--- src/rtl/core/idl_pkg.sv ---
`timescale 1ns / 1ps
// ----------------------------------------------------------------------------
// idl_pkg
// Shared widths, operation and status codes, and controller command type for
// the indexed insert/delete list.
// ----------------------------------------------------------------------------
package idl_pkg;

    localparam int CAPACITY_DEF   = 64;
    localparam int WORD_WIDTH_DEF = 32;

    localparam int OP_W   = 3;
    localparam int POS_W  = 7;
    localparam int VAL_W  = 32;
    localparam int LEN_W  = 7;
    localparam int ST_W   = 2;
    localparam int S_DATA_W = 48;
    localparam int M_DATA_W = 48;

    localparam logic [OP_W-1:0] OP_APPEND  = 3'd0;
    localparam logic [OP_W-1:0] OP_INSERT  = 3'd1;
    localparam logic [OP_W-1:0] OP_REMOVE  = 3'd2;
    localparam logic [OP_W-1:0] OP_REPLACE = 3'd3;
    localparam logic [OP_W-1:0] OP_READ    = 3'd4;
    localparam logic [OP_W-1:0] OP_CLEAR   = 3'd5;

    localparam logic [ST_W-1:0] ST_OK        = 2'd0;
    localparam logic [ST_W-1:0] ST_BAD_INDEX = 2'd1;
    localparam logic [ST_W-1:0] ST_FULL      = 2'd2;

    typedef struct packed {
        logic load;
        logic exec;
    } t_dp_cmd;

endpackage

--- src/rtl/core/idl_ctrl.sv ---
`timescale 1ns / 1ps
// ----------------------------------------------------------------------------
// idl_ctrl
// Transaction sequencer: accept, execute, hold result until taken.
// ----------------------------------------------------------------------------
module idl_ctrl
    import idl_pkg::*;
(
    input  logic    i_clk,
    input  logic    i_rst_n,
    input  logic    i_in_valid,
    output logic    o_in_ready,
    output logic    o_out_valid,
    input  logic    i_out_ready,
    output t_dp_cmd o_cmd
);

    typedef enum logic [2:0] {
        S_IDLE = 3'b001,
        S_EXEC = 3'b010,
        S_OUT  = 3'b100
    } t_state;

    t_state r_state;
    t_state n_state;

    always_comb begin
        n_state = r_state;
        unique case (r_state)
            S_IDLE: begin
                if (i_in_valid) begin
                    n_state = S_EXEC;
                end
            end
            S_EXEC: begin
                n_state = S_OUT;
            end
            S_OUT: begin
                if (i_out_ready) begin
                    n_state = S_IDLE;
                end
            end
            default: begin
                n_state = S_IDLE;
            end
        endcase
    end

    always_ff @(posedge i_clk) begin
        if (!i_rst_n) begin
            r_state <= S_IDLE;
        end else begin
            r_state <= n_state;
        end
    end

    assign o_in_ready  = (r_state == S_IDLE);
    assign o_out_valid = (r_state == S_OUT);
    assign o_cmd.load  = o_in_ready && i_in_valid;
    assign o_cmd.exec  = (r_state == S_EXEC);

    a_no_overlap: assert property (@(posedge i_clk) disable iff (!i_rst_n)
        !(o_in_ready && o_out_valid))
        else $error("input and output handshakes open at once");

    a_accept_exec: assert property (@(posedge i_clk) disable iff (!i_rst_n)
        o_cmd.load |=> o_cmd.exec)
        else $error("accepted transaction not executed");

    a_exec_out: assert property (@(posedge i_clk) disable iff (!i_rst_n)
        o_cmd.exec |=> o_out_valid)
        else $error("executed transaction not presented");

endmodule

--- config.mk ---
export PLATFORM = sky130hd
export DESIGN_NAME = idl_ctrl
export DESIGN_NICKNAME = d
export VERILOG_FILES = /design/src/rtl/core/idl_pkg.sv /design/src/rtl/core/idl_ctrl.sv
export SDC_FILE = /design/constraint.sdc
export NUM_CORES = 1
export LEC_CHECK = 0
export BUFFER_PORTS_ARGS = -buffer_cell sky130_fd_sc_hd__buf_2
export CAP_MARGIN = 30
export CORE_AREA = 3 3 40 42
export DETAILED_ROUTE_END_ITERATION = 10
export DIE_AREA = 0 0 43 45
export PLACE_DENSITY_LB_ADDON = 0.3
export SKIP_CTS_REPAIR_TIMING = 1
export SLEW_MARGIN = 10
export SYNTH_ARGS = -nofsm -noshare
export SYNTH_HDL_FRONTEND = slang
export SYNTH_SLANG_ARGS = --single-unit
--- constraint.sdc ---
create_clock -name i_clk -period 1.2 [get_ports i_clk]
set_input_delay 0.12 -clock i_clk [delete_from_list [all_inputs] [get_ports i_clk]]
set_output_delay 0.12 -clock i_clk [all_outputs]
set_load 0.05 [all_outputs]
==> reports/results.ini <==
[setup_path]
critPathKind = flop to primary output
required_ns = 1.08
critPathArrivalTime_ns = 1.07
crit_fanout = 7
crit_path_start_kind = flop
critPathCaptureType = primary output

[yosys]
yosysSeqAreaShare_pct = 39.0
avgSynthCellArea_um2 = 10.3
yosysWarnings = 0
syn_area_um2 = 154
synth-seq-cells = 3
ys_types = 11
syn-num-nets = 19
syn_inst = 15

[pwr]
total_power_mw = 0.367
p_leak_nw = 0.0997
vdd_ir_drop_max_v = 0.000454
power.density_nw_per_um2 = 1400

[placement]
io_buffers = 7
gp_congestion = 0.547
dpl_cell_area_um2 = 200

[clock_network]
cts_buffer_depth = 2
tritoncts = built
numClockSinks = 3
cts-root-buf = clkbuf_4
h-tree-depth = 1
clkLatencyLatePin_ns = 0.23
cts_buffers = 3
clkTransAtPathRegs_ns = 0.04

[sta]
finalMaxSlewViolations = 0
setup_tns_ns = 0
fmax_ghz = 0.837
fin_hold_ws_ns = 0.0867
hold_violations = 0
tightest_slew_ns = 0.297
layout_min_cycle_time_ns = 1.19
rsz0062_at_grt = yes
period_share_pct = 99.6
skew_ns = 0.00231
slew-limit-headroom_pct = 79.9
setup_viol = 0

[drt]
vias_per_cell = 3.45
vias = 138
drc = 0
dr.pass1.iters = 1
wl_per_cell_um = 9.75
drt-total-wl_um = 390
final_antenna_net_count = 0
drt-initial-drc-count = 0

[global_route]
grt_use_total_pct = 4.58
grt_overflow = 0
grt_max_degree = 8
antenna_found_initial = 0
grt_pass1_vias = 131
grt_pass1_wl_um = 579

[die]
std_cell_rows = 13
design.core.area_um2 = 1280
initial_utilization_pct = 12.0
die_width_um = 43
die_area_um2 = 1940
ios = 8
die_y_um = 45

[final_layout]
final_area_um2 = 262
nets = 30
drive_gt1_share_pct = 68.0
syn_to_final_growth_pct = 69.9
reg_top3 = r_state x3
final_cell_mix = 3 x clkbuf_4, 3 x buf_2, 3 x dfxtp_2
largest-register = r_state
largest_reg_flops = 3
diodes = 0

[worst_hold_path]
min_path_type = input port to flop

[job]
drv_cap = 0

[run_status]
status = complete, no violations

==> path summary, 6_finish.rpt <==
check                           slack (ns)                    start  cells after the start                       to
worst min register to register        0.55  r_state[0]$_SDFFE_PN1P_                      2  r_state[2]$_SDFFE_PN0P_
worst max register to register        0.23  r_state[2]$_SDFFE_PN0P_                      2  r_state[2]$_SDFFE_PN0P_
worst max-delay path                 0.005  r_state[2]$_SDFFE_PN0P_                      2                 o_cmd[1]
worst min-delay path                  0.09                  i_rst_n                      2  r_state[0]$_SDFFE_PN1P_
==> synth_stat cells <==
cell | n | area share [%]
dfxtp_1 | 3 | 39
or3b_1 | 1 | 5.7
a21oi_1 | 1 | 3.2
or2b_1 | 1 | 4.9
nor3b_1 | 3 | 15
o31ai_1 | 1 | 4.9
nand2b_1 | 1 | 4.1
buf_4 | 1 | 4.9
and4bb_2 | 1 | 8.1
and2_2 | 1 | 4.9
nor4b_1 | 1 | 5.7
==> critical path, cell delays in order (launching register included) <==
cell and delay [ns]:
dfxtp_2 0.34, and4bb_2 0.35, buf_8 0.16
==> cell families (layout without fill, tap and decap cells) <==
family,Yosys count,count (layout),share of synthesized area (%)
AOI/OAI and AO/OA,2,2,8.13
buffers and inverters,1,11,4.88
DFF,3,3,39.0
and+or+nand+nor,9,9,48.0
==> through the flow <==
stage / util (%) / setup WS, ns / std cells
after floorplan: - / -0.463 / 15
after global placement: 15.6 / 0.118 / 36
after detailed placement: 15.6 / 0.105 / 36
after CTS: 17.6 / -0.156 / 40
after global routing: 20.4 / -0.0215 / 40
final: 20.4 / 0.00508 / 40
==> routing by layer <==
metal  vias to the layer above  routed length [um]  global-route usage [%]
met5                         -                   0                       0
met4                         0                   0                    7.23
met3                         0                  39                    1.59
met2                         8                 154                    4.49
met1                        55                 197                    5.78
li1                         75                   -                       -
==> power by group <==
| group | internal (mW) | switching, mW |
|---|---|---|
| registers | 0.107 | 0.00797 |
| clock network | 0.125 | 0.0536 |
| logic | 0.0314 | 0.0424 |
==> cell type report <==
class                   count  area (um2)
multi-input cells          11        96.3
flip-flops and latches      3        63.8
clock buffers               4        26.3
well taps                  15        18.8
repair buffers              7        56.3
fillers                   146        1020
Note: power is estimated with default switching activity, not from simulation.
